File: config.mk
export PLATFORM = sky130hd
export DESIGN_NAME = p2c_index
export DESIGN_NICKNAME = d
export VERILOG_FILES = /design/src/sv/p2c_pkg.sv /design/src/sv/p2c_index.sv
export SDC_FILE = /design/constraint.sdc
export NUM_CORES = 2
export LEC_CHECK = 0
export BUFFER_PORTS_ARGS = -buffer_cell sky130_fd_sc_hd__buf_2
export CORE_ASPECT_RATIO = 1.25
export CORE_MARGIN = 8
export CORE_UTILIZATION = 45
export DETAILED_ROUTE_END_ITERATION = 7
export SYNTH_ARGS = -nofsm -noshare
export SYNTH_HDL_FRONTEND = slang
export SYNTH_SLANG_ARGS = --single-unit
File: constraint.sdc
create_clock -name clk_i -period 5.5 [get_ports clk_i]
set_input_delay 0.275 -clock clk_i [delete_from_list [all_inputs] [get_ports clk_i]]
set_output_delay 0.275 -clock clk_i [all_outputs]
set_load 0.02 [all_outputs]
File: src/sv/p2c_pkg.sv
// ----------------------------------------------------------------------------
// p2c_pkg: shared types and constants for polar to cartesian gridding
// Fixed-point formats, pipeline item types and the divider and CORDIC steps.
// ----------------------------------------------------------------------------
package p2c_pkg;

  // configuration register widths
  localparam int PQ_W  = 11;
  localparam int DIM_W = 12;
  localparam int CFG_W = 12;
  localparam int IDX_W = 11;

  // register limits
  localparam logic [PQ_W-1:0] PQ_MAX = 11'd1024;

  // reset values
  localparam logic [PQ_W-1:0]  P_RESET = 11'd200;
  localparam logic [PQ_W-1:0]  Q_RESET = 11'd100;
  localparam logic [DIM_W-1:0] H_RESET = 12'd200;
  localparam logic [DIM_W-1:0] W_RESET = 12'd200;

  // register index codes
  typedef enum logic [1:0] {
    CFG_NUM_PROJ   = 2'd0,
    CFG_HALF_PTS   = 2'd1,
    CFG_GRID_ROWS  = 2'd2,
    CFG_GRID_COLS  = 2'd3
  } cfg_reg_e;

  // divider: 18 quotient bits, remainder below twice the divisor
  localparam int QUOT_W    = 18;
  localparam int DIV_STEPS = QUOT_W;
  localparam int REM_W     = DIM_W + 1;

  // coordinates Q2.16, cordic datapath and angle in units of pi (Q1.17)
  localparam int COORD_W      = 18;
  localparam int XY_W         = 21;
  localparam int Z_W          = 20;
  localparam int CORDIC_STEPS = 18;
  localparam int STEP_W       = 5;

  localparam logic signed [Z_W-1:0] HALF_PI = 20'sd65536;

  localparam logic [16:0] ATAN_TAB [32] = '{
    17'd32768, 17'd19344, 17'd10221, 17'd5188, 17'd2604, 17'd1303, 17'd652, 17'd326,
    17'd163, 17'd81, 17'd41, 17'd20, 17'd10, 17'd5, 17'd3, 17'd1,
    17'd1, 17'd0, 17'd0, 17'd0, 17'd0, 17'd0, 17'd0, 17'd0,
    17'd0, 17'd0, 17'd0, 17'd0, 17'd0, 17'd0, 17'd0, 17'd0
  };

  // one coordinate inside the divider chain
  typedef struct packed {
    logic [REM_W-1:0]  rem;
    logic              ovf;
    logic [QUOT_W-1:0] quot;
  } div_lane_t;

  typedef struct packed {
    div_lane_t y;
    div_lane_t x;
    logic      row_lsb;
    logic      col_lsb;
  } div_item_t;

  typedef struct packed {
    logic signed [XY_W-1:0] x;
    logic signed [XY_W-1:0] y;
    logic signed [Z_W-1:0]  z;
    logic                   zero;
    logic                   row_lsb;
    logic                   col_lsb;
  } cordic_item_t;

  // one restoring step: quotient bit, then doubled partial remainder
  function automatic div_lane_t div_step(input div_lane_t l, input logic [DIM_W-1:0] n);
    logic [REM_W-1:0] nn;
    logic [REM_W-1:0] diff;
    logic             ge;
    div_lane_t        o;
    nn     = {1'b0, n};
    ge     = (l.rem >= nn);
    diff   = l.rem - nn;
    o      = l;
    o.quot = {l.quot[QUOT_W-2:0], ge};
    o.rem  = ge ? {diff[REM_W-2:0], 1'b0} : {l.rem[REM_W-2:0], 1'b0};
    return o;
  endfunction

  // micro-rotation angle for one step
  function automatic logic signed [Z_W-1:0] atan_at(input logic [STEP_W-1:0] k);
    return $signed({{(Z_W-17){1'b0}}, ATAN_TAB[k]});
  endfunction

endpackage

File: src/sv/p2c_index.sv
// ----------------------------------------------------------------------------
// p2c_index: radius scaling, angle fold and index rounding
// Four stages: gain multiply, fold, index multiplies, round and clamp.
// ----------------------------------------------------------------------------
module p2c_index (
  input  logic                          clk_i,
  input  logic                          rst_ni,
  input  logic                          en_i,
  input  logic                          valid_i,
  input  p2c_pkg::cordic_item_t         item_i,
  input  logic [p2c_pkg::PQ_W-1:0]      p_i,
  input  logic [p2c_pkg::PQ_W-1:0]      q_i,
  output logic                          valid_o,
  output logic                          inside_res_o,
  output logic [9:0]                    proj_index_o,
  output logic [10:0]                   freq_index_o,
  output logic                          conjugate_o,
  output logic                          negate_o
);
  import p2c_pkg::*;

  localparam int PROD_W = 38;
  localparam int R_W    = PROD_W - 16;
  localparam int RF_W   = 18;
  localparam int PHI_W  = 21;
  localparam int RQ_W   = 30;
  localparam int PP_W   = 33;
  localparam int QQ_W   = RQ_W - 16;
  localparam int PI_W   = PP_W - 17;

  localparam logic signed [17:0] GAIN = 18'sd39797;

  logic v1_q, v2_q, v3_q, v4_q;

  // stage 1: gain multiply
  logic signed [PROD_W-1:0] prod_d, prod_q;
  logic signed [Z_W-1:0]    z1_q;
  logic                     zero1_q, par1_q;

  assign prod_d = PROD_W'(item_i.x) * PROD_W'(GAIN);

  // stage 2: radius rounding, disc test, fold of negative angles
  logic signed [PROD_W-1:0] rsum;
  logic signed [R_W-1:0]    r_full;
  logic signed [Z_W-1:0]    phi;
  logic signed [R_W-1:0]    r_neg;
  logic                     outside_d, outside2_q, par2_q;
  logic signed [RF_W-1:0]   rf_d, rf_q;
  logic signed [PHI_W-1:0]  phif_d, phif_q;

  always_comb begin
    rsum   = prod_q + PROD_W'(32768);
    r_full = zero1_q ? '0 : rsum[PROD_W-1:16];
    phi    = zero1_q ? '0 : z1_q;
    r_neg  = -r_full;
    outside_d = (r_full > R_W'(65536));
    if (phi[Z_W-1]) begin
      rf_d   = r_neg[RF_W-1:0];
      phif_d = PHI_W'(phi) + PHI_W'(131072);
    end else begin
      rf_d   = r_full[RF_W-1:0];
      phif_d = PHI_W'(phi);
    end
  end

  // stage 3: index multiplies
  logic signed [RQ_W-1:0] rq_d, rq_q;
  logic signed [PP_W-1:0] pp_d, pp_q;
  logic                   outside3_q, par3_q;

  assign rq_d = RQ_W'(rf_q) * RQ_W'($signed({1'b0, q_i}));
  assign pp_d = PP_W'(phif_q) * PP_W'($signed({1'b0, p_i}));

  // stage 4: rounding and clamping
  logic signed [RQ_W-1:0] qsum;
  logic signed [PP_W-1:0] psum;
  logic signed [QQ_W-1:0] qq, qs, qq_c, qq_abs;
  logic signed [PI_W-1:0] pr, ps, pr_c;
  logic                   ins_d, neg_d, conj_d;
  logic [9:0]             proj_d;
  logic [10:0]            freq_d;

  always_comb begin
    qsum = rq_q + RQ_W'(32768);
    psum = pp_q + PP_W'(65536);
    qq   = qsum[RQ_W-1:16];
    pr   = psum[PP_W-1:17];
    qs   = $signed({{(QQ_W-PQ_W){1'b0}}, q_i});
    ps   = $signed({{(PI_W-PQ_W){1'b0}}, p_i});
    priority if (qq >= qs) qq_c = qs - QQ_W'(1);
    else if (qq < -qs)     qq_c = -qs;
    else                   qq_c = qq;
    priority if (pr >= ps) pr_c = ps - PI_W'(1);
    else if (pr[PI_W-1])   pr_c = '0;
    else                   pr_c = pr;
    qq_abs = qq_c[QQ_W-1] ? -qq_c : qq_c;
    ins_d  = !outside3_q;
    proj_d = outside3_q ? '0 : pr_c[9:0];
    freq_d = outside3_q ? '0 : qq_abs[10:0];
    conj_d = !outside3_q && qq_c[QQ_W-1];
    neg_d  = !outside3_q && (qq_c[0] ^ par3_q);
  end

  // valid flags
  always_ff @(posedge clk_i or negedge rst_ni) begin
    if (!rst_ni) begin
      v1_q <= 1'b0;
      v2_q <= 1'b0;
      v3_q <= 1'b0;
      v4_q <= 1'b0;
    end else if (en_i) begin
      v1_q <= valid_i;
      v2_q <= v1_q;
      v3_q <= v2_q;
      v4_q <= v3_q;
    end
  end

  // payload stages
  always_ff @(posedge clk_i) begin
    if (en_i) begin
      prod_q       <= prod_d;
      z1_q         <= item_i.z;
      zero1_q      <= item_i.zero;
      par1_q       <= item_i.row_lsb ^ item_i.col_lsb;
      rf_q         <= rf_d;
      phif_q       <= phif_d;
      outside2_q   <= outside_d;
      par2_q       <= par1_q;
      rq_q         <= rq_d;
      pp_q         <= pp_d;
      outside3_q   <= outside2_q;
      par3_q       <= par2_q;
      inside_res_o <= ins_d;
      proj_index_o <= proj_d;
      freq_index_o <= freq_d;
      conjugate_o  <= conj_d;
      negate_o     <= neg_d;
    end
  end

  assign valid_o = v4_q;
endmodule

== After elaboration in Yosys (flattened, before gate mapping) ==
Index checks and enable logic that the tools add are counted.

* Register bits after elaboration: 194
* Input port bits: 91
* Output and inout bits: 25
* Logic and storage cells: 52

* Add/subtract/negate cells: 9
* $mul: 3
* Order comparisons: 4
* Multiplexer cells: 9
* Bitwise logic cells: 2
* Reductions and logical operators: 3

{| class="wikitable"
|+ Operators with widths
! cell !! number
|-
| $add A38 B17 Y38 const B || 1
|-
| $mul A21 B17 Y38 const B || 1
|-
| $add A33 B18 Y33 const B || 1
|-
| $mul A21 B12 Y33 || 1
|-
| $add A30 B17 Y30 const B || 1
|-
| $mul A18 B12 Y30 || 1
|-
| $mux W14 || 2
|-
| $gt A22 B18 Y1 const B || 1
|-
| $mux W22 || 1
|-
| $add A20 B19 Y21 const B || 1
|-
| $mux W10 || 2
|-
| $mux W20 || 1
|-
| $mux W19 || 1
|-
| $mux W18 || 1
|-
| $neg A18 Y18 || 1
|-
| $ge A16 B12 Y1 || 1
|-
| $ge A14 B12 Y1 || 1
|-
| $lt A14 B14 Y1 || 1
|-
| $neg A11 Y14 || 1
|-
| $sub A11 B1 Y12 const B || 1
|-
| $mux W11 || 1
|-
| $neg A11 Y11 || 1
|-
| $sub A10 B1 Y10 const B || 1
|-
| $logic_and A1 B1 Y1 || 2
|-
| 2 further kinds || 3
|}

== Depth between registers and ports, before layout ==
* Depth in word-level cells: 6
* Depth in mapped cells: 23
* Depth with buffers taken out: 22

== Worst setup path after synthesis ==
Ideal clock, no wire load.

* Kind: input -> register
* Start point: in q_i[8] (netlist name)
* End point: reg rq_q[29], data pin
* Library setup time: 0.135 ns
* Arrival: 6.025 ns
* Data required time: 5.365 ns
* Setup slack: -0.660 ns
* Stages: 21
* Path buffers: 2
* Cells stage by stage: clkbuf_1 clkbuf_1 nand2_1 fa_1 inv_1 fa_1 fa_1 fa_1 inv_1 fa_1 inv_1 ha_1 a21o_1 a21o_1 a221o_1 a2111oi_0 nor3_1 a41oi_1 o21ai_0 a2111o_1 nand3_1

* Word-level cells in the longest chain between the ends: 1

{| class="wikitable"
|+ RTL lines
! what !! line !! RTL
|-
| from (decl) || p2c_index.sv:12 || <nowiki>input logic [p2c_pkg::PQ_W-1:0] q_i,</nowiki>
|-
| $mul A18 B12 Y30 || p2c_index.sv:71 || <nowiki>assign rq_d = RQ_W'(rf_q) * RQ_W'($signed({1'b0, q_i}));</nowiki>
|-
| via rq_d[29] || p2c_index.sv:67 || <nowiki>logic signed [RQ_W-1:0] rq_d, rq_q;</nowiki>
|-
| to (signal assigned) || p2c_index.sv:130 || <nowiki>rq_q <= rq_d;</nowiki>
|-
| to (decl) || p2c_index.sv:67 ||
|}

The timed path passes the listed nets, and every way through them passes these cells.
A chain may end at the register's enable or synchronous reset.

== Final worst setup path ==
* Start point: reg phif_q[10]
* End point: reg pp_q[29], data pin

* Word-level cells in the longest chain between the ends: 1

{| class="wikitable"
|+ RTL lines
! what !! line !! RTL
|-
| from (decl) || p2c_index.sv:49 || <nowiki>logic signed [PHI_W-1:0] phif_d, phif_q;</nowiki>
|-
| from (signal assigned) || p2c_index.sv:127 || <nowiki>phif_q <= phif_d;</nowiki>
|-
| $mul A21 B12 Y33 || p2c_index.sv:72 || <nowiki>assign pp_d = PP_W'(phif_q) * PP_W'($signed({1'b0, p_i}));</nowiki>
|-
| via pp_d[29] || p2c_index.sv:68 || <nowiki>logic signed [PP_W-1:0] pp_d, pp_q;</nowiki>
|-
| to (signal assigned) || p2c_index.sv:131 || <nowiki>pp_q <= pp_d;</nowiki>
|-
| to (decl) || p2c_index.sv:68 ||
|}

The timed path passes the listed nets, and every way through them passes these cells.

==> flow_summary.toml <==
[status]
outcome = "finished, violations left"
violations = "negative setup slack"

[clocking]
clock_latency_ns = 0.49
cts_tree = "built"
clk_pin_slew_ns = 0.07
cts.htree.levels = 4
cts.sink_count = 148
cts_buffers = 17
root_buffer = "clkbuf_16"
clock_path_buffers = 2

[detailed_routing]
detail-route-antenna-nets = 0
drt_iter0_drc = 864
vias_per_cell = 4.98
wl_mm = 70.2
wl_per_cell_um = 16.1
drcViolationCount = 0
via_count = 21670
dr.pass1.iters = 5

[final_layout]
drive_gt1_share_pct = 19.9
diodes = 0
final_area_sq_mm = 0.0354
seq_area_sq_mm = 0.00442
multi_input_area_sq_mm = 0.0227
area_growth_pct = 19.9
nets = 4443
num-fill-cells = 5737

[logic_synthesis]
ys_warn_count = 0
syn_nets = 4041
synth_async_sr_flop_share_pct = 2.70
yosysTopAreaCell = "fa_1"
syn_area_sq_mm = 0.0295
synth_area_leaders = "fa_1 (36%), edfxtp_1 (15%), ha_1 (14%)"
synth-seq-cells = 148
synth_flop_cell = "edfxtp_1"
avgSynthCellArea_sq_um = 9.60
synth_cell_types = 85
synth_top_area_share_pct = 36.2
synth_cells = 3078
synth_edf_count = 144
seq_area_frac_synth_pct = 15.0

[flow_run]
maxCapViolCount = 0

[floorplan]
rows = 105
pin_count = 116
initial_utilization_pct = 45.2
fp.dieArea_sq_mm = 0.0742
die_h_um = 302
die_width_um = 245
design.core.area_sq_mm = 0.0653

[sta]
fin_crit_ns = 5.66
fmax_mhz = 177
hold_viol_final = 0
worst_slew_pin_slew_ns = 1.30
slew_violations = 0
setup_tns_ns = -0.555
setup_viol = 9
slew_headroom_pct = 12.3
finalCritPeriodShare_pct = 103
final.setup_skew_ns = 0.0195
fin_ws_ns = -0.156
whs_ns = 0.123
rsz0062_at_grt = "yes"

[setup_path]
worstPathBufferInverterCount = 3
cp_slowest_cell = "edfxtp_1"
slowest_delay_ns = 0.57
worst-setup-path-type = "reg -> reg"
r2r_end = "pp_q[29]"
path_cells = "nand2_2 -> fa_1 -> fa_1 -> inv_2 -> fa_1 -> fa_1 -> inv_2 -> fa_1 -> inv_2 -> ha_4 -> or3_4 -> a211oi_4 -> o21a_1 -> o31ai_4 -> and2_4 -> or3_4 -> a211o_1 -> o21a_1"
rrSetupSlack_ns = -0.16
r2r-start = "phif_q[10]"
crit_required_ns = 5.74
cp-end-kind = "flop"
critPathTopFamily = "adder cells"
crit_fanout = 6
crit_top_cell = "fa_1"
crit_arrival_ns = 5.90
crit_path_start_kind = "flop"
worst_r2r_path_depth = 18

[placement]
dpl-instance-area_sq_mm = 0.0332
globalplace.congestion = 0.890
portBuffers = 94
dp_hpwl_mm = 59.2

[global_routing]
grt_max_degree = 80
track_usage_pct = 19.5
grt.overflow.total = 0
grt_pass1_wl_mm = 116
antenna_found_initial = 1
grt_pass1_vias = 23854

[hold_path]
worstHoldPathType = "in -> async"
cell usage after synthesis (all sizes together) (4+ instances only):
| master | instances |
|---|---|
| nand2b | 8 |
| a211o | 5 |
| a22oi | 4 |
| clkbuf | 93 |
| o21ai | 31 |
| ha | 338 |
| nor3 | 45 |
| dfrtp | 4 |
| nand2 | 364 |
| nand3 | 32 |
| nor4 | 15 |
| buf | 10 |
| edfxtp | 144 |
| o21a | 11 |
| mux2 | 6 |
| or3 | 11 |
| and4 | 5 |
| nor2 | 79 |
| o211ai | 10 |
| mux2i | 6 |
| a31oi | 9 |
| a211oi | 36 |
| a21o | 16 |
| o21bai | 9 |
| a21oi | 62 |
| or2 | 4 |
| nor2b | 28 |
| xor2 | 53 |
| xnor2 | 104 |
| and3 | 12 |
| inv | 785 |
| nand4 | 22 |
| and2 | 122 |
| a311oi | 4 |
| fa | 534 |
| a2111oi | 4 |
cells by family (layout without fill, tap and decap cells):
group	after synthesis	in the layout	synth area share, %
buffers and inverters	889	1304	11.3
adder cells (fa/ha/maj)	872	872	50.5
AND/OR/NAND/NOR	759	759	12.3
AO/OA/AOI/OAI	241	241	5.75
XOR/XNOR	157	157	4.65
flip-flops	148	148	15.0
multiplexers	12	12	0.432
final cells by class:
cell class	count	share of cell area, %
clock buffers	18	1.21
clock inverters	14	0.364
inverters	786	8.33
multi-input cells	2041	64.2
flip-flops and latches	148	12.5
well taps	856	3.02
repair buffers	486	10.4
worst max path at each step:
stage / start / endpoint / cells past startpoint
after CTS: rf_q[5] / rq_q[29] / 19
final: phif_q[10] / pp_q[29] / 18
after floorplan: rf_q[3] / rq_q[29] / 20
after global routing: rf_q[4] / rq_q[29] / 19
after global placement: item_i[50] / prod_q[37] / 22
after detailed placement: item_i[50] / prod_q[37] / 22
routing by layer:
| metal | vias up | GRT usage (%) | wire length [um] |
|---|---|---|---|
| met5 | - | 0 | 0 |
| met3 | 135 | 2.80 | 2500 |
| li1 | 10291 | - | - |
| met4 | 0 | 6.57 | 2250 |
| met1 | 10815 | 23.6 | 29300 |
| met2 | 429 | 35.3 | 36200 |
sequential cells by signal, indices dropped and copies added, names as in the netlist, 10 cells and up:
signal	flops
freq_index_o	11
phif_q	21
pp_q	17
prod_q	23
proj_index_o	10
rf_q	18
rq_q	15
z1_q	20
through the flow:
step                utilization, %  instances  setup slack [ns]
floorplan                        -       3078           -0.0176
detailed placement            50.8       4241            -0.591
global placement              50.8       4241            -0.475
CTS                           52.6       4314            -0.265
finish                        54.2       4349            -0.156
global route                  54.2       4349            -0.338
what timing repair did:
action                                  CTS  global route
hold buffers                             23             0
resized for setup                        53           189
cloned                                    0             0
endpoints found under the setup margin   20            38
endpoints found under the hold margin    26             0
pin swaps                                73           108
setup buffers                            19            36
placed cells by master (no fill, tap or decap), types with 34 or more instances in the layout:
cell      synthesis  final
ha_1            338    292
xor2_1           53     53
a21oi_1          62     43
buf_6             1     34
buf_4             0    345
edfxtp_1        144    144
buf_2             3     79
and2_1          122    116
nor3_1           44     41
nor2_1           79     74
inv_1           785    761
fa_1            534    506
xnor2_1         104    103
nand2_1         364    345
ha_4              0     36
Power is left out: the tool's default activity adds up to more than one toggle a clock period on the data nets, which glitch-free logic cannot reach.
