$ cat src/sv/p2c_pkg.sv
// ----------------------------------------------------------------------------
// p2c_pkg: shared types and constants for polar to cartesian gridding
// Fixed-point formats, pipeline item types and the divider and CORDIC steps.
// ----------------------------------------------------------------------------
package p2c_pkg;

  // configuration register widths
  localparam int PQ_W  = 11;
  localparam int DIM_W = 12;
  localparam int CFG_W = 12;
  localparam int IDX_W = 11;

  // register limits
  localparam logic [PQ_W-1:0] PQ_MAX = 11'd1024;

  // reset values
  localparam logic [PQ_W-1:0]  P_RESET = 11'd200;
  localparam logic [PQ_W-1:0]  Q_RESET = 11'd100;
  localparam logic [DIM_W-1:0] H_RESET = 12'd200;
  localparam logic [DIM_W-1:0] W_RESET = 12'd200;

  // register index codes
  typedef enum logic [1:0] {
    CFG_NUM_PROJ   = 2'd0,
    CFG_HALF_PTS   = 2'd1,
    CFG_GRID_ROWS  = 2'd2,
    CFG_GRID_COLS  = 2'd3
  } cfg_reg_e;

  // divider: 18 quotient bits, remainder below twice the divisor
  localparam int QUOT_W    = 18;
  localparam int DIV_STEPS = QUOT_W;
  localparam int REM_W     = DIM_W + 1;

  // coordinates Q2.16, cordic datapath and angle in units of pi (Q1.17)
  localparam int COORD_W      = 18;
  localparam int XY_W         = 21;
  localparam int Z_W          = 20;
  localparam int CORDIC_STEPS = 18;
  localparam int STEP_W       = 5;

  localparam logic signed [Z_W-1:0] HALF_PI = 20'sd65536;

  localparam logic [16:0] ATAN_TAB [32] = '{
    17'd32768, 17'd19344, 17'd10221, 17'd5188, 17'd2604, 17'd1303, 17'd652, 17'd326,
    17'd163, 17'd81, 17'd41, 17'd20, 17'd10, 17'd5, 17'd3, 17'd1,
    17'd1, 17'd0, 17'd0, 17'd0, 17'd0, 17'd0, 17'd0, 17'd0,
    17'd0, 17'd0, 17'd0, 17'd0, 17'd0, 17'd0, 17'd0, 17'd0
  };

  // one coordinate inside the divider chain
  typedef struct packed {
    logic [REM_W-1:0]  rem;
    logic              ovf;
    logic [QUOT_W-1:0] quot;
  } div_lane_t;

  typedef struct packed {
    div_lane_t y;
    div_lane_t x;
    logic      row_lsb;
    logic      col_lsb;
  } div_item_t;

  typedef struct packed {
    logic signed [XY_W-1:0] x;
    logic signed [XY_W-1:0] y;
    logic signed [Z_W-1:0]  z;
    logic                   zero;
    logic                   row_lsb;
    logic                   col_lsb;
  } cordic_item_t;

  // one restoring step: quotient bit, then doubled partial remainder
  function automatic div_lane_t div_step(input div_lane_t l, input logic [DIM_W-1:0] n);
    logic [REM_W-1:0] nn;
    logic [REM_W-1:0] diff;
    logic             ge;
    div_lane_t        o;
    nn     = {1'b0, n};
    ge     = (l.rem >= nn);
    diff   = l.rem - nn;
    o      = l;
    o.quot = {l.quot[QUOT_W-2:0], ge};
    o.rem  = ge ? {diff[REM_W-2:0], 1'b0} : {l.rem[REM_W-2:0], 1'b0};
    return o;
  endfunction

  // micro-rotation angle for one step
  function automatic logic signed [Z_W-1:0] atan_at(input logic [STEP_W-1:0] k);
    return $signed({{(Z_W-17){1'b0}}, ATAN_TAB[k]});
  endfunction

endpackage

$ cat src/sv/p2c_div_cell.sv
// ----------------------------------------------------------------------------
// p2c_div_cell: one step of the coordinate divider chain
// Produces one quotient bit for both row and column and registers the item.
// ----------------------------------------------------------------------------
module p2c_div_cell (
  input  logic                          clk_i,
  input  logic                          rst_ni,
  input  logic                          en_i,
  input  logic                          valid_i,
  input  p2c_pkg::div_item_t            item_i,
  input  logic [p2c_pkg::DIM_W-1:0]     rows_i,
  input  logic [p2c_pkg::DIM_W-1:0]     cols_i,
  output logic                          valid_o,
  output p2c_pkg::div_item_t            item_o
);
  import p2c_pkg::*;

  div_item_t item_d, item_q;
  logic      valid_q;

  // divide step on both lanes
  always_comb begin
    item_d   = item_i;
    item_d.y = div_step(item_i.y, rows_i);
    item_d.x = div_step(item_i.x, cols_i);
  end

  // valid flag
  always_ff @(posedge clk_i or negedge rst_ni) begin
    if (!rst_ni) begin
      valid_q <= 1'b0;
    end else if (en_i) begin
      valid_q <= valid_i;
    end
  end

  // payload
  always_ff @(posedge clk_i) begin
    if (en_i) begin
      item_q <= item_d;
    end
  end

  assign valid_o = valid_q;
  assign item_o  = item_q;
endmodule

$ cat config.mk
export PLATFORM = sky130hd
export DESIGN_NAME = p2c_div_cell
export DESIGN_NICKNAME = d
export VERILOG_FILES = /design/src/sv/p2c_pkg.sv /design/src/sv/p2c_div_cell.sv
export SDC_FILE = /design/constraint.sdc
export NUM_CORES = 1
export LEC_CHECK = 0
export ABC_AREA = 1
export BUFFER_PORTS_ARGS = -buffer_cell sky130_fd_sc_hd__buf_2
export CAP_MARGIN = 40
export CORE_ASPECT_RATIO = 0.5
export CORE_MARGIN = 3
export CORE_UTILIZATION = 35
export DETAILED_ROUTE_END_ITERATION = 8
export HOLD_SLACK_MARGIN = 0.08
export SLEW_MARGIN = 20
export SYNTH_ARGS = -nofsm -noshare
export SYNTH_HDL_FRONTEND = slang
export SYNTH_SLANG_ARGS = --single-unit
$ cat constraint.sdc
create_clock -name clk_i -period 0.8 [get_ports clk_i]
set_input_delay 0.24 -clock clk_i [delete_from_list [all_inputs] [get_ports clk_i]]
set_output_delay 0.24 -clock clk_i [all_outputs]
set_load 0.01 [all_outputs]
======== Word level (Yosys, flattened, before mapping) ========
Index checks and enable logic that the tools add are counted.
storage, ports and cells
  output and inout bits ................... 67
  input port bits ......................... 94
  register bits after elaboration ......... 67
operators by class
  add/sub/neg operators ................... 2
  muxes and demuxes ....................... 2
  order comparisons ....................... 2
operator list
  cell            number
  $ge 13x12->1    2
  $mux 13         2
  $sub 12x12->12  2

======== Longest topological paths before layout ========
Gate-level depths: netlist (run 1).
  depth in word-level cells ............... 2
  gate-level depth with buffers ........... 12
  mapped depth without buffers ............ 11

======== Least setup slack after synthesis (run 1) ========
No wires, ideal clock.
  path kind ............................... input -> register
  from .................................... input cols_i[8] (netlist name)
  to ...................................... register item_q, in the netlist item_o[28] (data pin)
  stages .................................. 11
  arrival ................................. 1.487 ns
  data required time ...................... 0.547 ns
  setup slack ............................. -0.940 ns
  cell sequence ........................... inv_1 -> ha_1 -> nand2_2 -> inv_1 -> nand2_2 -> nand2_2 -> a21oi_4 -> nand3_4 -> buf_12 -> nand2_2 -> nand2_1
RTL lines
  item                    line                RTL
  start: declaration      p2c_div_cell.sv:12  input logic [p2c_pkg::DIM_W-1:0] cols_i,
  end signal: assignment  p2c_div_cell.sv:40  item_q <= item_d;
  end: declaration        p2c_div_cell.sv:18  div_item_t item_d, item_q;

==> impl_table.tex, run 1 <==
\begin{tabular}{lr}
\hline
Metric & Value \\
\hline
\multicolumn{2}{l}{\textbf{Outcome}} \\
\quad Status & complete, but fails checks \\
\quad Failing checks & setup timing \\
\multicolumn{2}{l}{\textbf{Timing}} \\
\quad Worst Hold Margin & roughly 92 ps \\
\quad Hold violation count in the final report & 0 \\
\quad Final setup violation count & between 90 and 100 \\
\quad Unrepaired setup endpoints after global routing & yes \\
\quad Final min period & about 1400 ps \\
\quad Final period util & 1.714 \\
\quad Final setup skew & 0 ps \\
\quad Number of pins with negative max-slew slack in the final report & 0 \\
\quad Crit path setup slack, layout & -571.2 ps \\
\quad Upper clock frequency limit & 729.3 MHz \\
\multicolumn{2}{l}{\textbf{Synth}} \\
\quad XOR/XNOR Fraction of Synth Area & 0.02424 \\
\quad Fraction of the yosys area taken by sequential cells & 0.4899 \\
\quad Yosys synthesis warning count & 0 \\
\quad Dominant cells by area after synthesis & sky130\_fd\_sc\_hd\_\_edfxtp\_1, sky130\_fd\_sc\_hd\_\_nand2\_1, sky130\_fd\_sc\_hd\_\_inv\_1 \\
\quad Library cell with the largest summed area after synthesis & sky130\_fd\_sc\_hd\_\_edfxtp\_1 \\
\quad Adder-cell share of the synthesized area & 0.08564 \\
\quad Number of library cell types mapped by synthesis & 32 \\
\quad EDFF count, synth & 64 \\
\quad Synthesized-area fraction occupied by and/or/nand/nor cells & 0.2594 \\
\quad Number of cells produced by synthesis & 439 \\
\quad Count leader, synth & sky130\_fd\_sc\_hd\_\_nand2\_1 \\
\quad Ys flop type & sky130\_fd\_sc\_hd\_\_edfxtp\_1 \\
\quad Flops \& latches, synth & 65 \\
\quad Mapped Avg Cell Area & 9.052 um\^{}2 \\
\quad Post-synthesis compound-gate area fraction & 0.03621 \\
\quad Summed instance area of the synthesized netlist & 0.003974 mm\^{}2 \\
\quad Share of synthesized area spent on multiplexers & 0.002834 \\
\quad Largest family of logic cells by synthesized area & simple AND/OR/NAND/NOR gates \\
\quad Async SR Flop Fraction & 0.01538 \\
\quad Synth cell count leaders & sky130\_fd\_sc\_hd\_\_nand2\_1, sky130\_fd\_sc\_hd\_\_inv\_1, sky130\_fd\_sc\_hd\_\_edfxtp\_1, sky130\_fd\_sc\_hd\_\_ha\_1, sky130\_fd\_sc\_hd\_\_nand3\_1 \\
\quad Fraction of post-synthesis cell area in the top cell type by area & 0.4836 \\
\multicolumn{2}{l}{\textbf{Floorplanning}} \\
\quad Starting density of the core & 0.3736 \\
\quad Die span in y & 81.35 um \\
\quad Site row count & 26 \\
\quad Die Footprint & roughly 0.013 mm\^{}2 \\
\quad Count of boundary I/O pins & 161 \\
\quad Placeable Area & 0.01064 mm\^{}2 \\
\quad Horizontal die dimension & 156.7 um \\
\multicolumn{2}{l}{\textbf{Global route}} \\
\quad Initial antenna violation count & 0 \\
\quad Maximum number of pins on one net before global-route repair & 21 \\
\quad Aggregate global routing overflow & 0 \\
\quad First-pass GRT wire length & 17.79 mm \\
\quad GRT Util Overall & 0.1766 \\
\quad Number of global-route vias before repair & 3829 \\
\multicolumn{2}{l}{\textbf{Place}} \\
\quad Count of buffers inserted at the top-level ports & 156 \\
\quad Gp weighted congestion & 0.8036 \\
\quad Detailed Place HPWL & just over 8 mm \\
\multicolumn{2}{l}{\textbf{Drt}} \\
\quad Iteration count of the initial detailed-routing pass & 5 \\
\quad Post-DRT Antenna Nets & 0 \\
\quad Detailed Route Iter0 Violations & 119 \\
\quad Detailed-route via count & 3925 \\
\quad DR DRC count & 0 \\
\quad Overall routed net length & 11.50 mm \\
\quad Vias per inst & between 4 and 5 \\
\quad Wire length per cell & 13.19 um \\
\multicolumn{2}{l}{\textbf{CTS}} \\
\quad Clk\_lat worst skew & around 330 ps \\
\quad Clock slew at reported path FFs & about 60 ps \\
\quad CTS tree & built \\
\quad Max Root-Sink Buffers & 2 \\
\quad Total clock buffers created by CTS & 9 \\
\quad Clock H-tree levels & 3 \\
\quad Clock sink count & 65 \\
\quad Master cell of the clock root buffer & sky130\_fd\_sc\_hd\_\_clkbuf\_16 \\
\multicolumn{2}{l}{\textbf{Setup path}} \\
\quad Top fanout value on the critical path & 8 \\
\quad Startpoint kind of the worst setup timing path & primary input \\
\quad Crit path capture type & flop \\
\quad Setup CP Type & primary input to flop \\
\quad Data required time at the worst endpoint & 900 ps \\
\quad Register-to-Register Setup Slack & about 60 ps \\
\quad Data arrival time of the critical path & 1470 ps \\
\multicolumn{2}{l}{\textbf{Flow run}} \\
\quad Count of max-cap constraint violations & 0 \\
\multicolumn{2}{l}{\textbf{Final layout}} \\
\quad Signed area change from the synthesized netlist to the final layout & 82.02\% \\
\quad Nets@finish & about 850 \\
\quad Number of antenna diodes & 0 \\
\quad Share of cells above drive strength 1 & 0.5847 \\
\multicolumn{2}{l}{\textbf{Power and ir drop}} \\
\quad Static leakage & 3.483 nW \\
\quad Post-layout power & 11.99 mW \\
\quad VDD IR max & a little under 0.9 mV \\
\quad Power density cells & 1658 mW/mm\^{}2 \\
\multicolumn{2}{l}{\textbf{Hold path}} \\
\quad Classification of the worst-slack hold path & primary input to flop \\
\hline
\end{tabular}
## placed cells by master, fill, tap and decap left out, types with 14 or more instances in the layout
cell	Yosys	final
sky130_fd_sc_hd__dlygate4sd3_1	0	30
sky130_fd_sc_hd__buf_4	2	85
sky130_fd_sc_hd__buf_2	1	123
sky130_fd_sc_hd__nand2_1	125	79
sky130_fd_sc_hd__ha_4	0	24
sky130_fd_sc_hd__edfxtp_1	64	64
sky130_fd_sc_hd__inv_2	1	22
sky130_fd_sc_hd__buf_6	2	30
sky130_fd_sc_hd__nand3_2	8	14
sky130_fd_sc_hd__inv_1	89	60
sky130_fd_sc_hd__nand4_1	18	18
sky130_fd_sc_hd__nand2_2	8	45
## path summary, 6_finish.rpt
path                                 start  cells after the start          to
worst max-delay path            item_i[27]                     11  item_o[26]
worst min-delay path            item_i[44]                      1  item_o[45]
worst max register to register     valid_o                      1     valid_o
worst min register to register     valid_o                      1     valid_o
max in group asynchronous           rst_ni                      2     valid_o
min in group asynchronous           rst_ni                      2     valid_o
## power breakdown
part | leakage (nW) | internal [mW] | total [mW] | switching, mW
logic | 2.70 | 1.93 | 3.81 | 1.87
clock network | 0.146 | 2.41 | 3.93 | 1.52
registers | 0.638 | 4.18 | 4.26 | 0.0760
## through the flow
step                utilization  setup TNS, ps  cell area, um^2  std cells  worst slack [ps]
floorplan                     -         -19640             4294        440            -807.3
global placement         0.5454         -35390             5802        806             -1071
detailed placement       0.5454         -36460             5802        806             -1113
CTS                      0.6553         -31160             6970        868            -550.4
global route             0.6800         -35100             7233        872            -625.0
finish                   0.6800         -31270             7233        872            -571.2
## cell type report
| class | instances | area, um^2 |
|---|---|---|
| clock buffers | 9 | 225.2 |
| clock inverters | 7 | 70.07 |
| fillers | 834 | 3405 |
| inverters | 90 | 382.9 |
| multi-input cells | 279 | 2323 |
| flip-flops and latches | 65 | 1947 |
| well taps | 140 | 175.2 |
| repair buffers | 282 | 2110 |
## critical path: stages
cell and delay, ps:
sky130_fd_sc_hd__buf_4 120, sky130_fd_sc_hd__ha_4 290, sky130_fd_sc_hd__nand2_4 60, sky130_fd_sc_hd__nor2_4 120
sky130_fd_sc_hd__inv_2 50, sky130_fd_sc_hd__nor2_4 120, sky130_fd_sc_hd__nand2_4 70, sky130_fd_sc_hd__nand3_4 80
sky130_fd_sc_hd__buf_8 150, sky130_fd_sc_hd__buf_6 100, sky130_fd_sc_hd__o21ai_2 50
## routing by layer
metal	GRT usage	routed length, um	vias to the layer above
li1	-	-	2004
met1	0.2049	4891	1816
met2	0.3262	5912	92
met3	0.04630	547	13
met4	0.04978	153	0
met5	0	0	-
## cell families after synthesis
family          after synthesis
compound gates               22
fa+ha+maj                    26
mux                           1
other cells                   1
buf+inv                      96
flops                        65
simple gates                217
xor+xnor                     11
## registers in the layout (all words and copies together) (netlist names)
name	cells
item_o	64
valid_o	1
## repair_timing
action                                 4_1_cts  5_1_grt
setup endpoints to repair                   91      104
pin swaps                                   49       27
endpoints found under the hold margin       32        3
resized for setup                          125       56
hold buffers                                32        3
setup buffers                               14        9
Note: power is estimated with default switching activity, not from simulation.
==> inputs of run 2 (changes only) <==
Settings changed: PLACE_DENSITY_LB_ADDON set to 0.2.
==> run 2 against run 1 <==
Against the previous run:
- the run still ends with setup timing left
- clock skew stayed put
- final area increased by 1.3%
- flip-flop and latch count did not move
- die area did not move
- global-route usage rose by 0.078 points
- highest routed layer unchanged
==> impl_table.tex, run 2 (synthesis results as in run 1) <==
\begin{tabular}{lr}
\hline
Metric & Value \\
\hline
\multicolumn{2}{l}{\textbf{Outcome}} \\
\quad Status & complete, but fails checks \\
\quad Failing checks & setup timing \\
\multicolumn{2}{l}{\textbf{Drt}} \\
\quad DR DRC count & 0 \\
\quad Overall routed net length & 12.04 mm \\
\quad Wire length per cell & 13.74 um \\
\quad Iteration count of the initial detailed-routing pass & 4 \\
\quad Detailed-route via count & 3967 \\
\quad Vias per inst & around 4.5 \\
\quad Detailed Route Iter0 Violations & 146 \\
\quad Post-DRT Antenna Nets & 0 \\
\multicolumn{2}{l}{\textbf{Floorplanning}} \\
\quad Horizontal die dimension & about 160 um \\
\quad Count of boundary I/O pins & 161 \\
\quad Die span in y & a little over 80 um \\
\quad Placeable Area & 0.01064 mm\^{}2 \\
\quad Die Footprint & 0.01275 mm\^{}2 \\
\quad Site row count & 26 \\
\quad Starting density of the core & 0.3736 \\
\multicolumn{2}{l}{\textbf{Timing}} \\
\quad Final setup violation count & 101 \\
\quad Final period util & 1.815 \\
\quad Hold violation count in the final report & 0 \\
\quad Final min period & between 1000 and 1500 ps \\
\quad Unrepaired setup endpoints after global routing & yes \\
\quad Worst Hold Margin & 95.84 ps \\
\quad Number of pins with negative max-slew slack in the final report & 0 \\
\quad Final setup skew & 0 ps \\
\quad Upper clock frequency limit & 688.6 MHz \\
\quad Crit path setup slack, layout & -652.2 ps \\
\multicolumn{2}{l}{\textbf{Global route}} \\
\quad Aggregate global routing overflow & 0 \\
\quad GRT Util Overall & 0.1774 \\
\quad Number of global-route vias before repair & between 3000 and 4000 \\
\quad Initial antenna violation count & 0 \\
\quad Maximum number of pins on one net before global-route repair & 21 \\
\quad First-pass GRT wire length & roughly 18 mm \\
\multicolumn{2}{l}{\textbf{Final layout}} \\
\quad Filler instances & 852 \\
\quad Commonest cells after routing, fill and taps aside & sky130\_fd\_sc\_hd\_\_buf\_2, sky130\_fd\_sc\_hd\_\_buf\_4, sky130\_fd\_sc\_hd\_\_nand2\_1 \\
\quad Final cell utilization of the core & 0.6889 \\
\quad Number of antenna diodes & 0 \\
\quad Most common cell after layout, fill and taps aside & sky130\_fd\_sc\_hd\_\_buf\_2 \\
\quad Signed area change from the synthesized netlist to the final layout & 84.41\% \\
\quad Storage cell area & just under 0.002 mm\^{}2 \\
\quad Area of the multi-input gates & 0.002367 mm\^{}2 \\
\quad Nets@finish & 851 \\
\quad Share of cells above drive strength 1 & 0.5856 \\
\quad Number of flip-flops in the largest register & 64 \\
\multicolumn{2}{l}{\textbf{Power and ir drop}} \\
\quad VDD IR max & 0.8336 mV \\
\quad Static leakage & about 3.5 nW \\
\quad Power density cells & 1724 mW/mm\^{}2 \\
\quad Post-layout power & 12.63 mW \\
\multicolumn{2}{l}{\textbf{Setup path}} \\
\quad Data arrival time of the critical path & 1540 ps \\
\quad Path depth of the worst reg2reg path & 1 \\
\quad Critical R2R Capture & valid\_o \\
\quad Setup CP Type & primary input to flop \\
\quad Startpoint kind of the worst setup timing path & primary input \\
\quad Register-to-Register Setup Slack & approximately 60 ps \\
\quad Top fanout value on the critical path & 5 \\
\quad Reg-to-Reg Start & valid\_o \\
\quad Crit path capture type & flop \\
\quad Data required time at the worst endpoint & 880 ps \\
\multicolumn{2}{l}{\textbf{Hold path}} \\
\quad Hold-critical path endpoint & item\_o[18] \\
\quad Classification of the worst-slack hold path & primary input to flop \\
\quad Number of cells on the worst hold path & 1 \\
\quad Hold Crit Start & item\_i[17] \\
\multicolumn{2}{l}{\textbf{CTS}} \\
\quad Clk\_lat worst skew & 330 ps \\
\quad Clock sink count & 65 \\
\quad Clock H-tree levels & 3 \\
\quad CTS tree & built \\
\quad Clock slew at reported path FFs & roughly 50 ps \\
\quad Master cell of the clock root buffer & sky130\_fd\_sc\_hd\_\_clkbuf\_16 \\
\quad Max Root-Sink Buffers & 2 \\
\quad Total clock buffers created by CTS & 9 \\
\multicolumn{2}{l}{\textbf{Place}} \\
\quad Count of buffers inserted at the top-level ports & $\sim$160 \\
\quad Detailed Place HPWL & 8.153 mm \\
\quad Gp weighted congestion & 0.8077 \\
\multicolumn{2}{l}{\textbf{Flow run}} \\
\quad Count of max-cap constraint violations & 0 \\
\hline
\end{tabular}
## run 2: changes by cell type in the layout (fill, tap and decap cells not counted), sizes merged
cell	previous run	this run
clkbuf	9	11
clkinvlp	1	2
buf	247	244
bufinv	1	3
nand3	33	36
inv	91	90
dlygate4sd3	30	31
clkinv	4	2
dlymetal6s4s	5	6
## run 2: repair_timing
item	4_1_cts	5_1_grt
hold endpoints to repair	34	3
cloned	3	3
buffers inserted	7	10
pin swaps	48	40
endpoints found under the setup margin	91	103
hold buffers	34	3
gates resized for setup	76	97
## run 2: worst max path at each step
| stage | startpoint | end | slack (ps) |
|---|---|---|---|
| after detailed placement | cols_i[8] | item_o[22] | -1100 |
| after global placement | cols_i[8] | item_o[25] | -1060 |
| after floorplan | cols_i[8] | item_o[33] | -810 |
| final | item_i[59] | item_o[63] | -650 |
| after CTS | item_i[59] | item_o[59] | -570 |
| after global routing | rows_i[8] | item_o[64] | -690 |
## run 2: cell type report
class,instances,area share
Tap cell,140,0.02390
Clock inverter,7,0.01622
Timing Repair Buffer,283,0.2882
Inverter,90,0.05225
Sequential cell,65,0.2657
Multi-Input combinational cell,282,0.3230
Clock buffer,9,0.03073
## run 2: power breakdown
group | internal, mW | switching, mW | leakage, nW
clock network | 3.04 | 1.46 | 0.162
logic | 1.94 | 1.93 | 2.73
registers | 4.19 | 0.0736 | 0.638
total | 9.17 | 3.47 | 3.53
## run 2: per-stage QoR
step | cell area (um^2) | setup WS, ps | std cells | setup TNS (ps)
6_report | 7328 | -652.2 | 876 | -32870
5_1_grt | 7328 | -694.2 | 876 | -36690
4_1_cts | 6879 | -573.2 | 866 | -32310
3_5_place_dp | 5814 | -1098 | 806 | -35550
3_3_place_gp | 5814 | -1057 | 806 | -34410
2_1_floorplan | 4294 | -807.3 | 440 | -19640
## run 2: critical path: stages
cell and delay (ps):
sky130_fd_sc_hd__buf_8 100, sky130_fd_sc_hd__ha_4 260, sky130_fd_sc_hd__nand2_2 70, sky130_fd_sc_hd__nand2_2 60, sky130_fd_sc_hd__nand2_2 90, sky130_fd_sc_hd__nand2_4 60
sky130_fd_sc_hd__a21oi_4 170, sky130_fd_sc_hd__nand3_4 160, sky130_fd_sc_hd__clkbuf_16 210, sky130_fd_sc_hd__nand3_2 50, sky130_fd_sc_hd__nand2_1 50
## run 2: metal layers
metal / track usage / part of all wire
met4: 0.06900 / 0.024
met1: 0.2020 / 0.41
met5: 0 / 0
met3: 0.04630 / 0.036
met2: 0.3236 / 0.53
==> inputs of run 3 (changes only) <==
Settings changed: CORE_ASPECT_RATIO 0.5 to 0.6.
Clock period 0.8 ns to 1.5 ns, I/O delays scaled along.
==> run 3 against run 2 <==
Against the previous run:
- flip-flop and latch count unchanged
- critical path type unchanged
- final area down 1.8%
- worst setup slack better by 520 ps
- the flow still finishes with violations (setup timing)
- critical path depth is the same
==> impl_table.tex, run 3 (synthesis results as in run 1) <==
\begin{tabular}{lr}
\hline
Metric & Value \\
\hline
\multicolumn{2}{l}{\textbf{Outcome}} \\
\quad Status & complete, but fails checks \\
\quad Failing checks & setup timing \\
\multicolumn{2}{l}{\textbf{Global route}} \\
\quad Maximum number of pins on one net before global-route repair & 34 \\
\quad Grt met1 use & 0.3190 \\
\quad GRT Util Overall & 0.2098 \\
\quad Aggregate global routing overflow & 0 \\
\quad Initial antenna violation count & 0 \\
\quad GR Layer Usage met2 & 0.2959 \\
\quad Global-route track usage on met3 & 0.05400 \\
\quad Routing layer with the top usage in global route & met1 \\
\quad First-pass GRT wire length & 20.38 mm \\
\quad Number of global-route vias before repair & 3917 \\
\multicolumn{2}{l}{\textbf{CTS}} \\
\quad CTS tree & built \\
\quad Clock slew at reported path FFs & 60 ps \\
\quad Master cell of the clock root buffer & sky130\_fd\_sc\_hd\_\_clkbuf\_16 \\
\quad Max Root-Sink Buffers & 2 \\
\quad Clock sink count & 65 \\
\quad Clk\_lat worst skew & 320 ps \\
\quad Total clock buffers created by CTS & 9 \\
\quad Clock H-tree levels & 3 \\
\multicolumn{2}{l}{\textbf{Timing}} \\
\quad Crit path setup slack, layout & -131.1 ps \\
\quad Final setup skew & 0 ps \\
\quad Sum Neg Setup Slack & -2563 ps \\
\quad Hold violation count in the final report & 0 \\
\quad Number of pins with negative max-slew slack in the final report & 0 \\
\quad Worst Hold Margin & 296.9 ps \\
\quad Upper clock frequency limit & 613.1 MHz \\
\quad Final period util & 1.087 \\
\quad Unrepaired setup endpoints after global routing & yes \\
\quad Final setup violation count & 26 \\
\quad Final min period & 1631 ps \\
\multicolumn{2}{l}{\textbf{Power and ir drop}} \\
\quad VDD IR max & 0.5947 mV \\
\quad Power density cells & 956.4 mW/mm\^{}2 \\
\quad Static leakage & between 3 and 4 nW \\
\multicolumn{2}{l}{\textbf{Final layout}} \\
\quad Number of antenna diodes & 0 \\
\quad Number of flip-flops in the largest register & 64 \\
\quad Commonest cells after routing, fill and taps aside & sky130\_fd\_sc\_hd\_\_buf\_2, sky130\_fd\_sc\_hd\_\_buf\_4, sky130\_fd\_sc\_hd\_\_nand2\_1 \\
\quad Nets@finish & between 800 and 900 \\
\quad Most common cell after layout, fill and taps aside & sky130\_fd\_sc\_hd\_\_buf\_2 \\
\quad Signed area change from the synthesized netlist to the final layout & 81.17\% \\
\quad Share of cells above drive strength 1 & 0.6440 \\
\quad Non-filler instance count after layout & 861 \\
\multicolumn{2}{l}{\textbf{Place}} \\
\quad Detailed Place HPWL & 9.723 mm \\
\quad Dpl cells & 806 \\
\quad Gp weighted congestion & 0.9505 \\
\quad Count of buffers inserted at the top-level ports & 156 \\
\multicolumn{2}{l}{\textbf{Setup path}} \\
\quad Startpoint kind of the worst setup timing path & primary input \\
\quad Delay of the slowest cell on the worst path & 260 ps \\
\quad Path depth of the worst reg2reg path & 1 \\
\quad Data required time at the worst endpoint & 1580 ps \\
\quad Worst path most repeated cell & sky130\_fd\_sc\_hd\_\_nand2\_2 \\
\quad Setup CP Type & primary input to flop \\
\quad Reg-to-Reg Start & valid\_o \\
\quad Crit path capture type & flop \\
\quad Crit path buffers/inverters & 2 \\
\quad Worst setup path start & item\_i[59] \\
\quad Worst path cell trace & buf\_8 -> ha\_4 -> nand2\_2 -> nand2\_2 -> nand2\_2 -> nand2\_4 -> a21oi\_4 -> nand3\_4 -> buf\_8 -> nand2\_2 -> o21ai\_1 \\
\quad Cell family with most CP delay & simple AND/OR/NAND/NOR gates \\
\quad Data arrival time of the critical path & 1710 ps \\
\quad Levels on crit path & 11 \\
\quad Slowest cell on crit path & sky130\_fd\_sc\_hd\_\_ha\_4 \\
\quad Top fanout value on the critical path & 6 \\
\multicolumn{2}{l}{\textbf{Drt}} \\
\quad Iteration count of the initial detailed-routing pass & 7 \\
\quad Vias per inst & 4.742 \\
\quad Post-DRT Antenna Nets & 0 \\
\quad Overall routed net length & around 14 mm \\
\quad Wire length per cell & about 16 um \\
\quad DR DRC count & 0 \\
\quad Detailed Route Iter0 Violations & 239 \\
\quad Detailed-route via count & 4083 \\
\multicolumn{2}{l}{\textbf{Floorplanning}} \\
\quad Placeable Area & about 0.011 mm\^{}2 \\
\quad Horizontal die dimension & 143.6 um \\
\quad Die Footprint & between 0.01 and 0.015 mm\^{}2 \\
\quad Starting density of the core & 0.3675 \\
\quad Count of boundary I/O pins & 161 \\
\quad Die span in y & 88.54 um \\
\quad Site row count & 29 \\
\multicolumn{2}{l}{\textbf{Hold path}} \\
\quad Classification of the worst-slack hold path & primary input to flop \\
\quad Number of cells on the worst hold path & 1 \\
\quad Hold Crit Start & item\_i[48] \\
\multicolumn{2}{l}{\textbf{Flow run}} \\
\quad Count of max-cap constraint violations & 0 \\
\hline
\end{tabular}
[run 3: through the flow]
stage	power [mW]	instance area (um^2)	setup WS (ps)	util
finish	6.885	7199	-131.1	0.6658
global route	7.216	7199	-157.4	0.6658
CTS	6.737	6838	-86.83	0.6324
floorplan	3.189	4294	-317.3	-
detailed placement	3.967	5783	-635.4	0.5348
global placement	3.938	5783	-563.6	0.5348
[run 3: final cells by class]
type | count | area (um^2)
Fill cell | 853 | 3613
Multi-Input combinational cell | 282 | 2427
Sequential cell | 65 | 1947
Timing Repair Buffer | 269 | 1922
Inverter | 90 | 385.4
Clock buffer | 10 | 229.0
Tap cell | 139 | 173.9
Clock inverter | 6 | 115.1
[run 3: routing by layer]
| layer | vias up | share of wire |
|---|---|---|
| met5 | - | 0 |
| met4 | 0 | 0.013 |
| met3 | 19 | 0.082 |
| met2 | 177 | 0.42 |
| met1 | 1895 | 0.48 |
| li1 | 1992 | - |
[run 3: path summary, 6_finish.rpt]
kind,to,slack (ps)
min in group asynchronous,valid_o,450
hold / removal,item_o[49],300
setup / recovery,item_o[59],-130
hold reg to reg,valid_o,520
max in group asynchronous,valid_o,970
setup reg to reg,valid_o,750
[run 3: report_power, final]
part,total [mW],switching [mW],internal [mW]
registers,2.29,0.0531,2.23
logic,2.15,1.10,1.05
clock network,2.45,0.815,1.63
total,6.89,1.97,4.91
[run 3: timing repair]
| action | in CTS | in global routing |
|---|---|---|
| pin swaps | 60 | 47 |
| buffers inserted | 28 | 6 |
| hold buffers | 1 | 0 |
| setup endpoints to repair | 26 | 26 |
| endpoints found under the hold margin | 1 | 0 |
| resized for setup | 109 | 93 |
| gates cloned | 4 | 1 |
